--- config.mk ---
export PLATFORM = sky130hd
export DESIGN_NAME = evolving_key_xor_stream_core_flat
export DESIGN_NICKNAME = d
export VERILOG_FILES = /design/src/design/ekx_pkg.sv /design/src/design/ekx_item_if.sv /design/src/design/ekx_result_if.sv /design/src/design/ekx_ram.sv /design/src/design/evolving_key_xor_stream_core.sv /design/src/flat_wrapper.sv
export SDC_FILE = /design/constraint.sdc
export NUM_CORES = 2
export LEC_CHECK = 0
export BUFFER_PORTS_ARGS = -buffer_cell sky130_fd_sc_hd__buf_2
export CAP_MARGIN = 20
export CORE_MARGIN = 2
export CORE_UTILIZATION = 50
export DETAILED_ROUTE_END_ITERATION = 10
export PLACE_DENSITY_LB_ADDON = 0.15
export SLEW_MARGIN = 15
export SYNTH_ARGS = -nofsm -noshare
export SYNTH_HDL_FRONTEND = slang
export SYNTH_HIERARCHICAL = 1
export SYNTH_SLANG_ARGS = --single-unit
export TNS_END_PERCENT = 1
--- constraint.sdc ---
create_clock -name clk -period 10.3 [get_ports clk]
set_clock_uncertainty 0.2 [all_clocks]
set_input_delay 1.545 -clock clk [delete_from_list [all_inputs] [get_ports clk]]
set_output_delay 1.545 -clock clk [all_outputs]
set_load 0.005 [all_outputs]
--- src/design/ekx_pkg.sv ---
`default_nettype none

package ekx_pkg;

	localparam int BYTE_W     = 8;
	localparam int KEY_DEPTH  = 64;
	localparam int KEY_AW     = 6;
	localparam int BANK_DEPTH = KEY_DEPTH / 2;
	localparam int BANK_AW    = KEY_AW - 1;
	localparam int LG_W       = 3;
	localparam int MAX_LG     = 6;
	localparam int LG_RESET   = 2;
	localparam int FIFO_DEPTH = 3;
	localparam int FIFO_AW    = 2;

	typedef enum logic {
		OP_LOAD = 1'b0,
		OP_DATA = 1'b1
	} ekx_op_t;

	typedef struct packed {
		ekx_op_t             operation;
		logic [KEY_AW-1:0]   key_index;
		logic [BYTE_W-1:0]   byte_value;
		logic                end_of_message;
	} ekx_in_t;

	typedef struct packed {
		logic [BYTE_W-1:0] result_byte;
		logic              result_last;
	} ekx_out_t;

	typedef struct packed {
		logic               vld;
		logic [BANK_AW-1:0] idx;
		logic [BYTE_W-1:0]  data;
	} ekx_wr_t;

endpackage

`default_nettype wire

--- src/design/ekx_item_if.sv ---
`default_nettype none

interface ekx_item_if;
	import ekx_pkg::*;

	logic    valid;
	logic    ready;
	ekx_in_t data;

	modport source (output valid, output data, input ready);
	modport sink (input valid, input data, output ready);

endinterface

`default_nettype wire

--- src/design/ekx_result_if.sv ---
`default_nettype none

interface ekx_result_if;
	import ekx_pkg::*;

	logic     valid;
	logic     ready;
	ekx_out_t data;

	modport source (output valid, output data, input ready);
	modport sink (input valid, input data, output ready);

endinterface

`default_nettype wire

--- src/design/ekx_ram.sv ---
`default_nettype none

module ekx_ram #(
	parameter int WIDTH = 8,
	parameter int DEPTH = 32
) (
	input  wire logic                     clk,
	input  wire logic                     we,
	input  wire logic [$clog2(DEPTH)-1:0] waddr,
	input  wire logic [WIDTH-1:0]         wdata,
	input  wire logic [$clog2(DEPTH)-1:0] raddr_a,
	input  wire logic [$clog2(DEPTH)-1:0] raddr_b,
	output logic      [WIDTH-1:0]         rdata_a,
	output logic      [WIDTH-1:0]         rdata_b
);

	logic [WIDTH-1:0] mem [DEPTH];

	always_ff @(posedge clk) begin
		if (we) begin
			mem[waddr] <= wdata;
		end
		rdata_a <= mem[raddr_a];
		rdata_b <= mem[raddr_b];
	end

endmodule

`default_nettype wire

--- src/design/evolving_key_xor_stream_core.sv ---
// Channel   Role    Handshake     Payload
// item      sink    valid/ready   operation, key_index, byte_value, end_of_message
// result    source  valid/ready   result_byte, result_last
// cfg       write   cfg_wr_en     cfg_wr_data (key_size_log2)
//
// One item per cycle is taken while ready; a data result is registered, then queued.
// Each key store is split into even and odd banks of two-read-port RAM, read in the
// transfer cycle and updated in the following one; the latest update is forwarded.
// Reset clears the byte position, sets key_size_log2 to 2 and clears the per-byte
// modified flags, so the working key reads as the original until a data byte changes it.
// A stalled result sink fills a three-entry result queue; item.ready then falls.

`default_nettype none

module evolving_key_xor_stream_core (
	input  wire logic                      clk,
	input  wire logic                      arst_n,
	input  wire logic                      cfg_wr_en,
	input  wire logic [ekx_pkg::LG_W-1:0]  cfg_wr_data,
	ekx_item_if.sink                       item,
	ekx_result_if.source                   result
);
	import ekx_pkg::*;

	logic [LG_W-1:0]   lg_q;
	logic [LG_W-1:0]   lg_eff;
	logic [KEY_AW-1:0] key_mask;
	logic              lg_nz;

	logic [KEY_AW-1:0] pos_q;
	logic [KEY_AW-1:0] nxt_a0, nxt_a1, nxt_a3;
	logic              accept;

	logic              valid_s1;
	ekx_in_t           item_s1;
	logic [KEY_AW-1:0] a0_s1, a1_s1, a2_s1, a3_s1;

	logic [KEY_DEPTH-1:0] dirty_q;

	logic [BANK_AW-1:0] raddr_a [2];
	logic [BANK_AW-1:0] raddr_b [2];
	logic [BYTE_W-1:0]  wk_rd_a [2];
	logic [BYTE_W-1:0]  wk_rd_b [2];
	logic [BYTE_W-1:0]  og_rd_a [2];
	logic [BYTE_W-1:0]  og_rd_b [2];

	ekx_wr_t wk_wr [2];
	ekx_wr_t og_wr [2];
	ekx_wr_t wk_fw_q [2];
	ekx_wr_t og_fw_q [2];

	logic [BYTE_W-1:0] w0, w1, w3;
	logic              data_s1, load_s1;
	ekx_out_t          res_s1;

	ekx_out_t           fifo_q [FIFO_DEPTH];
	logic [FIFO_AW-1:0] wr_ptr_q, rd_ptr_q, cnt_q;
	logic [FIFO_AW:0]   occ;
	logic               push, pop;

	function automatic logic [BYTE_W-1:0] key_pick(
		input logic [KEY_AW-1:0] addr,
		input logic              modified,
		input logic [BYTE_W-1:0] wk_raw,
		input logic [BYTE_W-1:0] og_raw,
		input ekx_wr_t           wk_fw,
		input ekx_wr_t           og_fw
	);
		logic [BYTE_W-1:0] wk_val;
		logic [BYTE_W-1:0] og_val;
		wk_val = (wk_fw.vld && wk_fw.idx == addr[KEY_AW-1:1]) ? wk_fw.data : wk_raw;
		og_val = (og_fw.vld && og_fw.idx == addr[KEY_AW-1:1]) ? og_fw.data : og_raw;
		return modified ? wk_val : og_val;
	endfunction

	function automatic logic [FIFO_AW-1:0] ptr_inc(input logic [FIFO_AW-1:0] p);
		return (p == FIFO_AW'(FIFO_DEPTH - 1)) ? '0 : p + 1'b1;
	endfunction

	assign lg_eff   = (lg_q > LG_W'(MAX_LG)) ? LG_W'(MAX_LG) : lg_q;
	assign key_mask = ~({KEY_AW{1'b1}} << lg_eff);
	assign lg_nz    = (lg_eff != '0);

	always_ff @(posedge clk or negedge arst_n) begin
		if (!arst_n) begin
			lg_q <= LG_W'(LG_RESET);
		end else if (cfg_wr_en) begin
			lg_q <= cfg_wr_data;
		end
	end

	assign occ        = {1'b0, cnt_q} + {{FIFO_AW{1'b0}}, data_s1};
	assign item.ready = (occ < (FIFO_AW + 1)'(FIFO_DEPTH));
	assign accept     = item.valid && item.ready;

	assign nxt_a0 = pos_q & key_mask;
	assign nxt_a1 = (pos_q + KEY_AW'(1)) & key_mask;
	assign nxt_a3 = (pos_q + KEY_AW'(3)) & key_mask;

	always_ff @(posedge clk or negedge arst_n) begin
		if (!arst_n) begin
			pos_q <= '0;
		end else if (accept && item.data.operation == OP_DATA) begin
			pos_q <= item.data.end_of_message ? '0 : pos_q + 1'b1;
		end
	end

	always_ff @(posedge clk or negedge arst_n) begin
		if (!arst_n) begin
			valid_s1 <= 1'b0;
		end else begin
			valid_s1 <= accept;
		end
	end

	always_ff @(posedge clk) begin
		if (accept) begin
			item_s1 <= item.data;
			a0_s1   <= nxt_a0;
			a1_s1   <= nxt_a1;
			a2_s1   <= (pos_q + KEY_AW'(2)) & key_mask;
			a3_s1   <= nxt_a3;
		end
	end

	for (genvar b = 0; b < 2; b++) begin : g_bank
		assign raddr_a[b] = (nxt_a1[0] == 1'(b)) ? nxt_a1[KEY_AW-1:1] : nxt_a0[KEY_AW-1:1];
		assign raddr_b[b] = nxt_a3[KEY_AW-1:1];

		ekx_ram #(
			.WIDTH (BYTE_W),
			.DEPTH (BANK_DEPTH)
		) u_wk_ram (
			.clk     (clk),
			.we      (wk_wr[b].vld),
			.waddr   (wk_wr[b].idx),
			.wdata   (wk_wr[b].data),
			.raddr_a (raddr_a[b]),
			.raddr_b (raddr_b[b]),
			.rdata_a (wk_rd_a[b]),
			.rdata_b (wk_rd_b[b])
		);

		ekx_ram #(
			.WIDTH (BYTE_W),
			.DEPTH (BANK_DEPTH)
		) u_og_ram (
			.clk     (clk),
			.we      (og_wr[b].vld),
			.waddr   (og_wr[b].idx),
			.wdata   (og_wr[b].data),
			.raddr_a (raddr_a[b]),
			.raddr_b (raddr_b[b]),
			.rdata_a (og_rd_a[b]),
			.rdata_b (og_rd_b[b])
		);

		always_comb begin
			wk_wr[b] = '0;
			og_wr[b] = '0;
			if (data_s1 && a1_s1[0] == 1'(b)) begin
				wk_wr[b].vld  = 1'b1;
				wk_wr[b].idx  = a1_s1[KEY_AW-1:1];
				wk_wr[b].data = w1 ^ w3;
			end else if (data_s1 && lg_nz && a2_s1[0] == 1'(b)) begin
				wk_wr[b].vld  = 1'b1;
				wk_wr[b].idx  = a2_s1[KEY_AW-1:1];
				wk_wr[b].data = w0;
			end
			if (load_s1 && item_s1.key_index[0] == 1'(b)) begin
				og_wr[b].vld  = 1'b1;
				og_wr[b].idx  = item_s1.key_index[KEY_AW-1:1];
				og_wr[b].data = item_s1.byte_value;
			end
		end

		always_ff @(posedge clk or negedge arst_n) begin
			if (!arst_n) begin
				wk_fw_q[b] <= '0;
				og_fw_q[b] <= '0;
			end else begin
				wk_fw_q[b] <= wk_wr[b];
				og_fw_q[b] <= og_wr[b];
			end
		end
	end

	assign data_s1 = valid_s1 && item_s1.operation == OP_DATA;
	assign load_s1 = valid_s1 && item_s1.operation == OP_LOAD;

	assign w0 = key_pick(a0_s1, dirty_q[a0_s1], wk_rd_a[a0_s1[0]], og_rd_a[a0_s1[0]],
		wk_fw_q[a0_s1[0]], og_fw_q[a0_s1[0]]);
	assign w1 = key_pick(a1_s1, dirty_q[a1_s1], wk_rd_a[a1_s1[0]], og_rd_a[a1_s1[0]],
		wk_fw_q[a1_s1[0]], og_fw_q[a1_s1[0]]);
	assign w3 = key_pick(a3_s1, dirty_q[a3_s1], wk_rd_b[a1_s1[0]], og_rd_b[a1_s1[0]],
		wk_fw_q[a3_s1[0]], og_fw_q[a3_s1[0]]);

	// A modified flag selects the working copy; clearing all flags restores the key.
	always_ff @(posedge clk or negedge arst_n) begin
		if (!arst_n) begin
			dirty_q <= '0;
		end else if (data_s1) begin
			if (item_s1.end_of_message) begin
				dirty_q <= '0;
			end else begin
				dirty_q[a1_s1] <= 1'b1;
				if (lg_nz) begin
					dirty_q[a2_s1] <= 1'b1;
				end
			end
		end else if (load_s1) begin
			dirty_q[item_s1.key_index] <= 1'b0;
		end
	end

	assign res_s1.result_byte = item_s1.byte_value ^ w1;
	assign res_s1.result_last = item_s1.end_of_message;

	assign push = data_s1;
	assign pop  = result.valid && result.ready;

	always_ff @(posedge clk or negedge arst_n) begin
		if (!arst_n) begin
			wr_ptr_q <= '0;
			rd_ptr_q <= '0;
			cnt_q    <= '0;
		end else begin
			if (push) begin
				wr_ptr_q <= ptr_inc(wr_ptr_q);
			end
			if (pop) begin
				rd_ptr_q <= ptr_inc(rd_ptr_q);
			end
			if (push && !pop) begin
				cnt_q <= cnt_q + 1'b1;
			end else if (pop && !push) begin
				cnt_q <= cnt_q - 1'b1;
			end
		end
	end

	always_ff @(posedge clk) begin
		if (push) begin
			fifo_q[wr_ptr_q] <= res_s1;
		end
	end

	assign result.valid = (cnt_q != '0);
	assign result.data  = fifo_q[rd_ptr_q];

endmodule

`default_nettype wire

--- src/flat_wrapper.sv ---
// flat-port wrapper written by rule: the top's interface ports become plain ports
module evolving_key_xor_stream_core_flat import ekx_pkg::*;
  (clk, arst_n, cfg_wr_en, cfg_wr_data, item_valid, item_data, item_ready, result_valid, result_data, result_ready);
  ekx_item_if item_i ();
  ekx_result_if result_i ();
  input  wire logic clk;
  input  wire logic arst_n;
  input  wire logic cfg_wr_en;
  input  wire logic [ekx_pkg::LG_W-1:0] cfg_wr_data;
  input wire logic [$bits(item_i.valid)-1:0] item_valid;
  input wire logic [$bits(item_i.data)-1:0] item_data;
  output wire logic [$bits(item_i.ready)-1:0] item_ready;
  output wire logic [$bits(result_i.valid)-1:0] result_valid;
  output wire logic [$bits(result_i.data)-1:0] result_data;
  input wire logic [$bits(result_i.ready)-1:0] result_ready;
  assign item_i.valid = item_valid;
  assign item_i.data = item_data;
  assign item_ready = item_i.ready;
  assign result_valid = result_i.valid;
  assign result_data = result_i.data;
  assign result_i.ready = result_ready;
  evolving_key_xor_stream_core u_core (.clk(clk), .arst_n(arst_n), .cfg_wr_en(cfg_wr_en), .cfg_wr_data(cfg_wr_data), .item(item_i), .result(result_i));
endmodule
### Word level (Yosys, flattened, before mapping)

Memory sizes are Yosys's and may differ from the RTL's. A register that Yosys moved wholly into a read port is not among the register bits.
Cells that the tools add are included.

| storage, ports and cells | value |
|---|---|
| register bits after elaboration | 176 |
| latch bits | 0 |
| memory bits (writable) | 1051 |
| memory bits (read-only) | 0 |
| bits of input ports | 24 |
| output and inout bits | 11 |
| word-level logic and storage cells | 194 |
| memories | 5 |

| operators by class | value |
|---|---|
| $add $sub $neg | 8 |
| $mul | 0 |
| div/mod/pow operators | 0 |
| order comparisons | 13 |
| eq/ne operators | 8 |
| shift operators | 1 |
| muxes and demuxes | 85 |
| bitwise gates (word level) | 18 |
| reductions and logical operators | 29 |

Memory list:

| memory | depth | bits a word | rd ports | clocked after memory_dff | write ports | RTL line | RTL |
|---|---|---|---|---|---|---|---|
| u_core.g_bank[0].u_og_ram.mem | 32 | 8 | 2 | 2 | 1 | ekx_ram.sv:17 | `logic [WIDTH-1:0] mem [DEPTH];` |
| u_core.g_bank[0].u_wk_ram.mem | 32 | 8 | 2 | 2 | 1 | ekx_ram.sv:17 |  |
| u_core.g_bank[1].u_og_ram.mem | 32 | 8 | 2 | 2 | 1 | ekx_ram.sv:17 |  |
| u_core.g_bank[1].u_wk_ram.mem | 32 | 8 | 2 | 2 | 1 | ekx_ram.sv:17 |  |
| u_core.fifo_q | 3 | 9 | 1 | 0 | 1 | evolving_key_xor_stream_core.sv:56 | `ekx_out_t fifo_q [FIFO_DEPTH];` |

Operators with widths:

| cell | number |
|---|---|
| 14-bit 2-to-1 mux | 24 |
| 64-bit 2-to-1 mux | 4 |
| 8-bit 2-to-1 mux | 27 |
| 64-bit OR | 2 |
| 64-bit bitwise AND | 1 |
| 64-bit inverter | 1 |
| 6-bit by 7-bit < comparator with 1-bit output, second input constant | 5 |
| 5-bit equality test | 6 |
| 6-bit bitwise AND | 4 |
| 1-bit logical AND | 23 |
| 1-bit binary-select mux with 6-bit select | 3 |
| 1-bit demux with 6-bit select | 3 |
| 6-bit by 1-bit >= comparator with 1-bit output, second input constant | 3 |
| 1-bit 2-to-1 mux | 16 |
| 8-bit bitwise XOR | 2 |
| 6-bit by 2-bit adder with 6-bit output, second input constant | 2 |
| 5-bit 2-to-1 mux | 2 |
| 2-bit 2-to-1 mux | 4 |
| 2-bit by 1-bit adder with 2-bit output, second input constant | 3 |
| 6-bit by 1-bit adder with 6-bit output, second input constant | 1 |
| 2-bit >= comparator, second input constant | 3 |
| 6-bit 2-to-1 mux | 1 |
| 1-bit inverter with 2-bit output | 3 |
| 6-bit inverter | 1 |
| 11 further kinds | 18 |

### Longest topological paths before layout

| logic depth | value |
|---|---|
| depth after elaboration | 12 |
| mapped depth | 14 |
| depth with buffers taken out | 9 |

### Cells and area by module

Netlist, hierarchy kept.

By module, submodules not included:

| module | instances | cells each | area an instance (µm²) | seq. area each (µm²) |
|---|---|---|---|---|
| ekx_ram | 4 | 532 | 12208.0 | 8007.7 |
| evolving_key_xor_stream_core | 1 | 1110 | 12623.4 | 5356.4 |

### Worst setup path after synthesis

OpenSTA, ideal clock, no wires.

| timing path | value |
|---|---|
| kind | register -> register |
| start | register u_core.a1_s1[0] |
| end | memory u_core.g_bank[1].u_wk_ram.mem[19][0] (enable) |
| setup time | 0.370 ns |
| arrival | 3.461 ns |
| required time | 9.730 ns |
| path slack | 6.269 ns |
| cell stages (with the launch flop) | 14 |
| buffers on the path | 8 |
| period minus slack after synthesis | 4.031 ns |
| cells stage by stage | edfxtp_1 > buf_6 > buf_8 > buf_6 > buf_4 > buf_2 > buf_1 > clkbuf_1 > and3_1 > clkbuf_1 > nand2_1 > a21oi_1 > or3b_2 > nor2_1 |

RTL lines:

| element | RTL line | RTL |
|---|---|---|
| start: declaration | evolving_key_xor_stream_core.sv:36 | `logic [KEY_AW-1:0] a0_s1, a1_s1, a2_s1, a3_s1;` |
| start signal: assignment | evolving_key_xor_stream_core.sv:120 | `a1_s1 <= nxt_a1;` |
| end: declaration | ekx_ram.sv:17 |  |

==> results.json <==
{
  "status": "completed",
  "arrival_ns": 5.65,
  "reg2reg_slack_ns": 4.94,
  "synthCells": 3238,
  "rows": 128,
  "netlist_top_cells_area": "edfxtp_1 (53%), mux4_2 (27%), dfrtp_1 (5.5%)",
  "p_leak_nw": 21.4,
  "critPathKind": "flop to flop",
  "synth.avg_cell_area_um2": 19.0,
  "ys_seq_area_share_pct": 60.8,
  "period_minus_slack_ns": 5.36,
  "power_density_nw_per_um2": 261,
  "timing.setup.tns_ns": 0,
  "path_max_fanout": 51,
  "h-tree-depth": 4,
  "setup_viol": 0,
  "clock_sinks": 1289,
  "yosysUniqueCellTypes": 66,
  "syn-cell-area_um2": 61500,
  "period_share_pct": 52.0,
  "min_path_cells": 1,
  "syn_nets": 3269,
  "r2r-end": "u_core/g_bank[0].u_wk_ram/mem[18][2]",
  "io_buffers": 34,
  "synth_edf_count": 1089,
  "grt_start_max_net_pins": 129,
  "tightest_slew_ns": 1.16,
  "die_w_um": 355,
  "dp.cells": 4802,
  "ys_async_sr_fraction_pct": 10.6,
  "ant_nets": 0,
  "rr_worst_depth": 7,
  "first_global_vias": 35800,
  "cp_top_family": "simple AND/OR/NAND/NOR gates",
  "antenna_found_initial": 4,
  "path_cells": "buf_4 > nand2_1 > nor3_1 > a22o_1 > or3b_2 > nor2_1 > buf_4",
  "coreArea_um2": 122000,
  "wl_per_cell_um": 35.2,
  "seqCellArea_um2": 37400,
  "ctsHoldBuffers": 0,
  "cts_max_path_buffers": 3,
  "grt_pass1_wl_um": 259000,
  "insertion_delay_ns": 0.80,
  "fillers": 9027,
  "final_cells": 5082,
  "drc": 0,
  "startpoint_type": "flop",
  "drtPass1Iterations": 8,
  "postCtsSetupBuffers": 0,
  "ioPinCount": 35,
  "ys_ff_latch": 1289,
  "area_growth_pct": 12.3,
  "critPathRequiredTime_ns": 10.59,
  "r2r_start": "u_core/a1_s1[0]",
  "cpPeakStageDelay_ns": 0.97,
  "yosysWarnings": 6,
  "multi_input_area_um2": 23100,
  "slew_headroom_pct": 22.5,
  "drive_gt1_share_pct": 38.1,
  "cp-end-kind": "flop",
  "drv_slew": 0,
  "die-area_um2": 126000,
  "hold_class": "flop to flop",
  "hold_viol_final": 0,
  "grt_usage_pct": 28.8,
  "cts_resized": 0,
  "cpMostUsedCell": "buf_4",
  "finalNetCount": 3367,
  "viasPerCell": 6.90,
  "drt_iter0_markers": 4487,
  "cts_made_buffers": 141,
  "cp_num_buf_inv": 2,
  "die_h_um": 355,
  "crit_slowest_cell": "edfxtp_1",
  "fmax_mhz": 187,
  "clk_pin_slew_ns": 0.06,
  "hold_end": "u_core/wr_ptr_q[0]",
  "routabilityCongestion": 0.958,
  "synth_top_flop_cell": "edfxtp_1",
  "overflow": 0,
  "wl_um": 179000,
  "hold_path.startpoint": "u_core/wr_ptr_q[0]",
  "start_util_pct": 50.4,
  "clock-root-buffer": "clkbuf_16",
  "cap_violations": 0,
  "yosys.area.top_type": "edfxtp_1",
  "irDropWorstVdd_uv": 281,
  "synth_top_area_share_pct": 53.2,
  "via_count": 35100,
  "dp_hpwl_um": 116000,
  "rsz0062_at_grt": "no",
  "cts_tree": "yes"
}
-- where the power goes --
group / total (W) / leakage (nW) / internal [W] / switching, W
clock network: 0.00519 / 2.33 / 0.00309 / 0.00210
logic: 0.00584 / 7.17 / 0.00265 / 0.00319
registers: 0.00697 / 11.9 / 0.00641 / 0.000560
-- how the worst max path moves through the flow --
stage | from | end | slack [ns] | cells past startpoint
finish | u_core/a1_s1[0] | u_core/g_bank[0].u_wk_ram/mem[18][2] | 4.94 | 7
global route | u_core/a1_s1[0] | u_core/g_bank[0].u_wk_ram/mem[18][5] | 4.59 | 7
CTS | u_core/a1_s1[0] | u_core/g_bank[0].u_wk_ram/mem[1][6] | 4.83 | 9
detailed placement | u_core/a1_s1[0] | u_core/g_bank[1].u_wk_ram/mem[21][6] | 4.83 | 9
global placement | u_core/a1_s1[0] | u_core/g_bank[0].u_wk_ram/mem[12][2] | 4.86 | 9
floorplan | u_core/a1_s1[0] | u_core/g_bank[1].u_wk_ram/mem[19][0] | 6.27 | 13
-- layout make-up --
cell class                      instances  share of cell area (%)
Timing Repair Buffer                  200                    2.38
Antenna cell                            5                  0.0181
Sequential cell                      1289                    54.2
Clock buffer                          180                    5.69
Multi-Input combinational cell       1691                    33.5
Clock inverter                         79                    1.22
Inverter                               13                  0.0707
Tap cell                             1625                    2.95
-- through the flow --
stage          util [%]  hold slack [ns]  instance area [µm²]  worst slack [ns]  power [W]
6_report           56.6            0.336                69000              4.94     0.0180
5_1_grt            56.6            0.372                69000              4.59     0.0186
4_1_cts            56.4            0.333                68800              4.83     0.0180
3_5_place_dp       52.5            0.319                64000              4.83     0.0128
3_3_place_gp       52.2            0.298                63700              4.86     0.0127
2_1_floorplan         -            0.261                61500              6.27     0.0110
-- cell usage after synthesis (11+ instances only) --
| cell type | count |
|---|---|
| buf_1 | 77 |
| mux2_2 | 77 |
| edfxtp_1 | 1089 |
| xor2_1 | 34 |
| a211oi_1 | 15 |
| buf_2 | 17 |
| a22oi_1 | 19 |
| dfxtp_1 | 64 |
| a21oi_1 | 88 |
| xnor2_1 | 29 |
| nor2_1 | 221 |
| and2_1 | 34 |
| or3b_2 | 16 |
| o21ai_0 | 30 |
| or3_1 | 11 |
| buf_4 | 52 |
| mux4_2 | 731 |
| dfrtp_1 | 135 |
| nand3b_1 | 29 |
| inv_1 | 13 |
| mux2i_1 | 48 |
| nand2_1 | 79 |
| clkbuf_1 | 87 |
| nand3_1 | 23 |
| o22ai_1 | 87 |
-- cells by family after synthesis --
logic type | share of synthesized area, %
and+or+nand+nor | 3.72
xor gates and xnor gates | 0.898
muxes | 29.6
AOI/OAI and AO/OA | 2.72
DFF | 60.8
adders and majority gates | 0.143
buffers and inverters | 2.09
-- registers in the layout (all words and copies together) (netlist names) --
signal / cells
u_core/a0_s1: 6
u_core/a2_s1: 5
u_core/a1_s1: 6
u_core/lg_q: 3
u_core/g_bank.u_wk_ram/mem: 512
u_core/fifo_q: 27
u_core/dirty_q: 64
u_core/g_bank.u_wk_ram/rdata_b: 16
u_core/g_bank.u_wk_ram/rdata_a: 16
u_core/og_fw_q: 28
u_core/wr_ptr_q: 2
u_core/g_bank.u_og_ram/mem: 512
u_core/valid_s1: 1
u_core/rd_ptr_q: 2
u_core/g_bank.u_og_ram/rdata_b: 16
u_core/cnt_q: 2
u_core/g_bank.u_og_ram/rdata_a: 16
u_core/item_s1: 16
u_core/pos_q: 6
u_core/a3_s1: 5
u_core/wk_fw_q: 28
-- cells in the final DEF, fill, tap and decap left out, drive strengths merged, types with 7 or more instances in the layout --
master and instances:
or3b 18, buf 200, bufinv 15, o21ai 34, or3 11, a32o 7, clkinv 46, clkbuf 180
inv 25, o22ai 87, ha 7, a21oi 88, nor3b 7, nand3 23, dfxtp 64, nand3b 29
nor2b 9, xnor2 29, nand2 80, nor3 10, mux4 737, xor2 34, mux2 89, and2 34
a211oi 15, nand2b 7, a22oi 19, nor2 222, edfxtp 1089, dfrtp 135, mux2i 51
-- per-layer routing --
layer	up-vias	share of wire (%)	track usage (%)
met5	-	0	0
met4	0	3.0	9.24
met3	359	10	6.58
met2	2094	48	45.7
met1	18700	39	40.0
li1	13900	-	-
No activity file was read; power rests on OpenSTA's default activity.
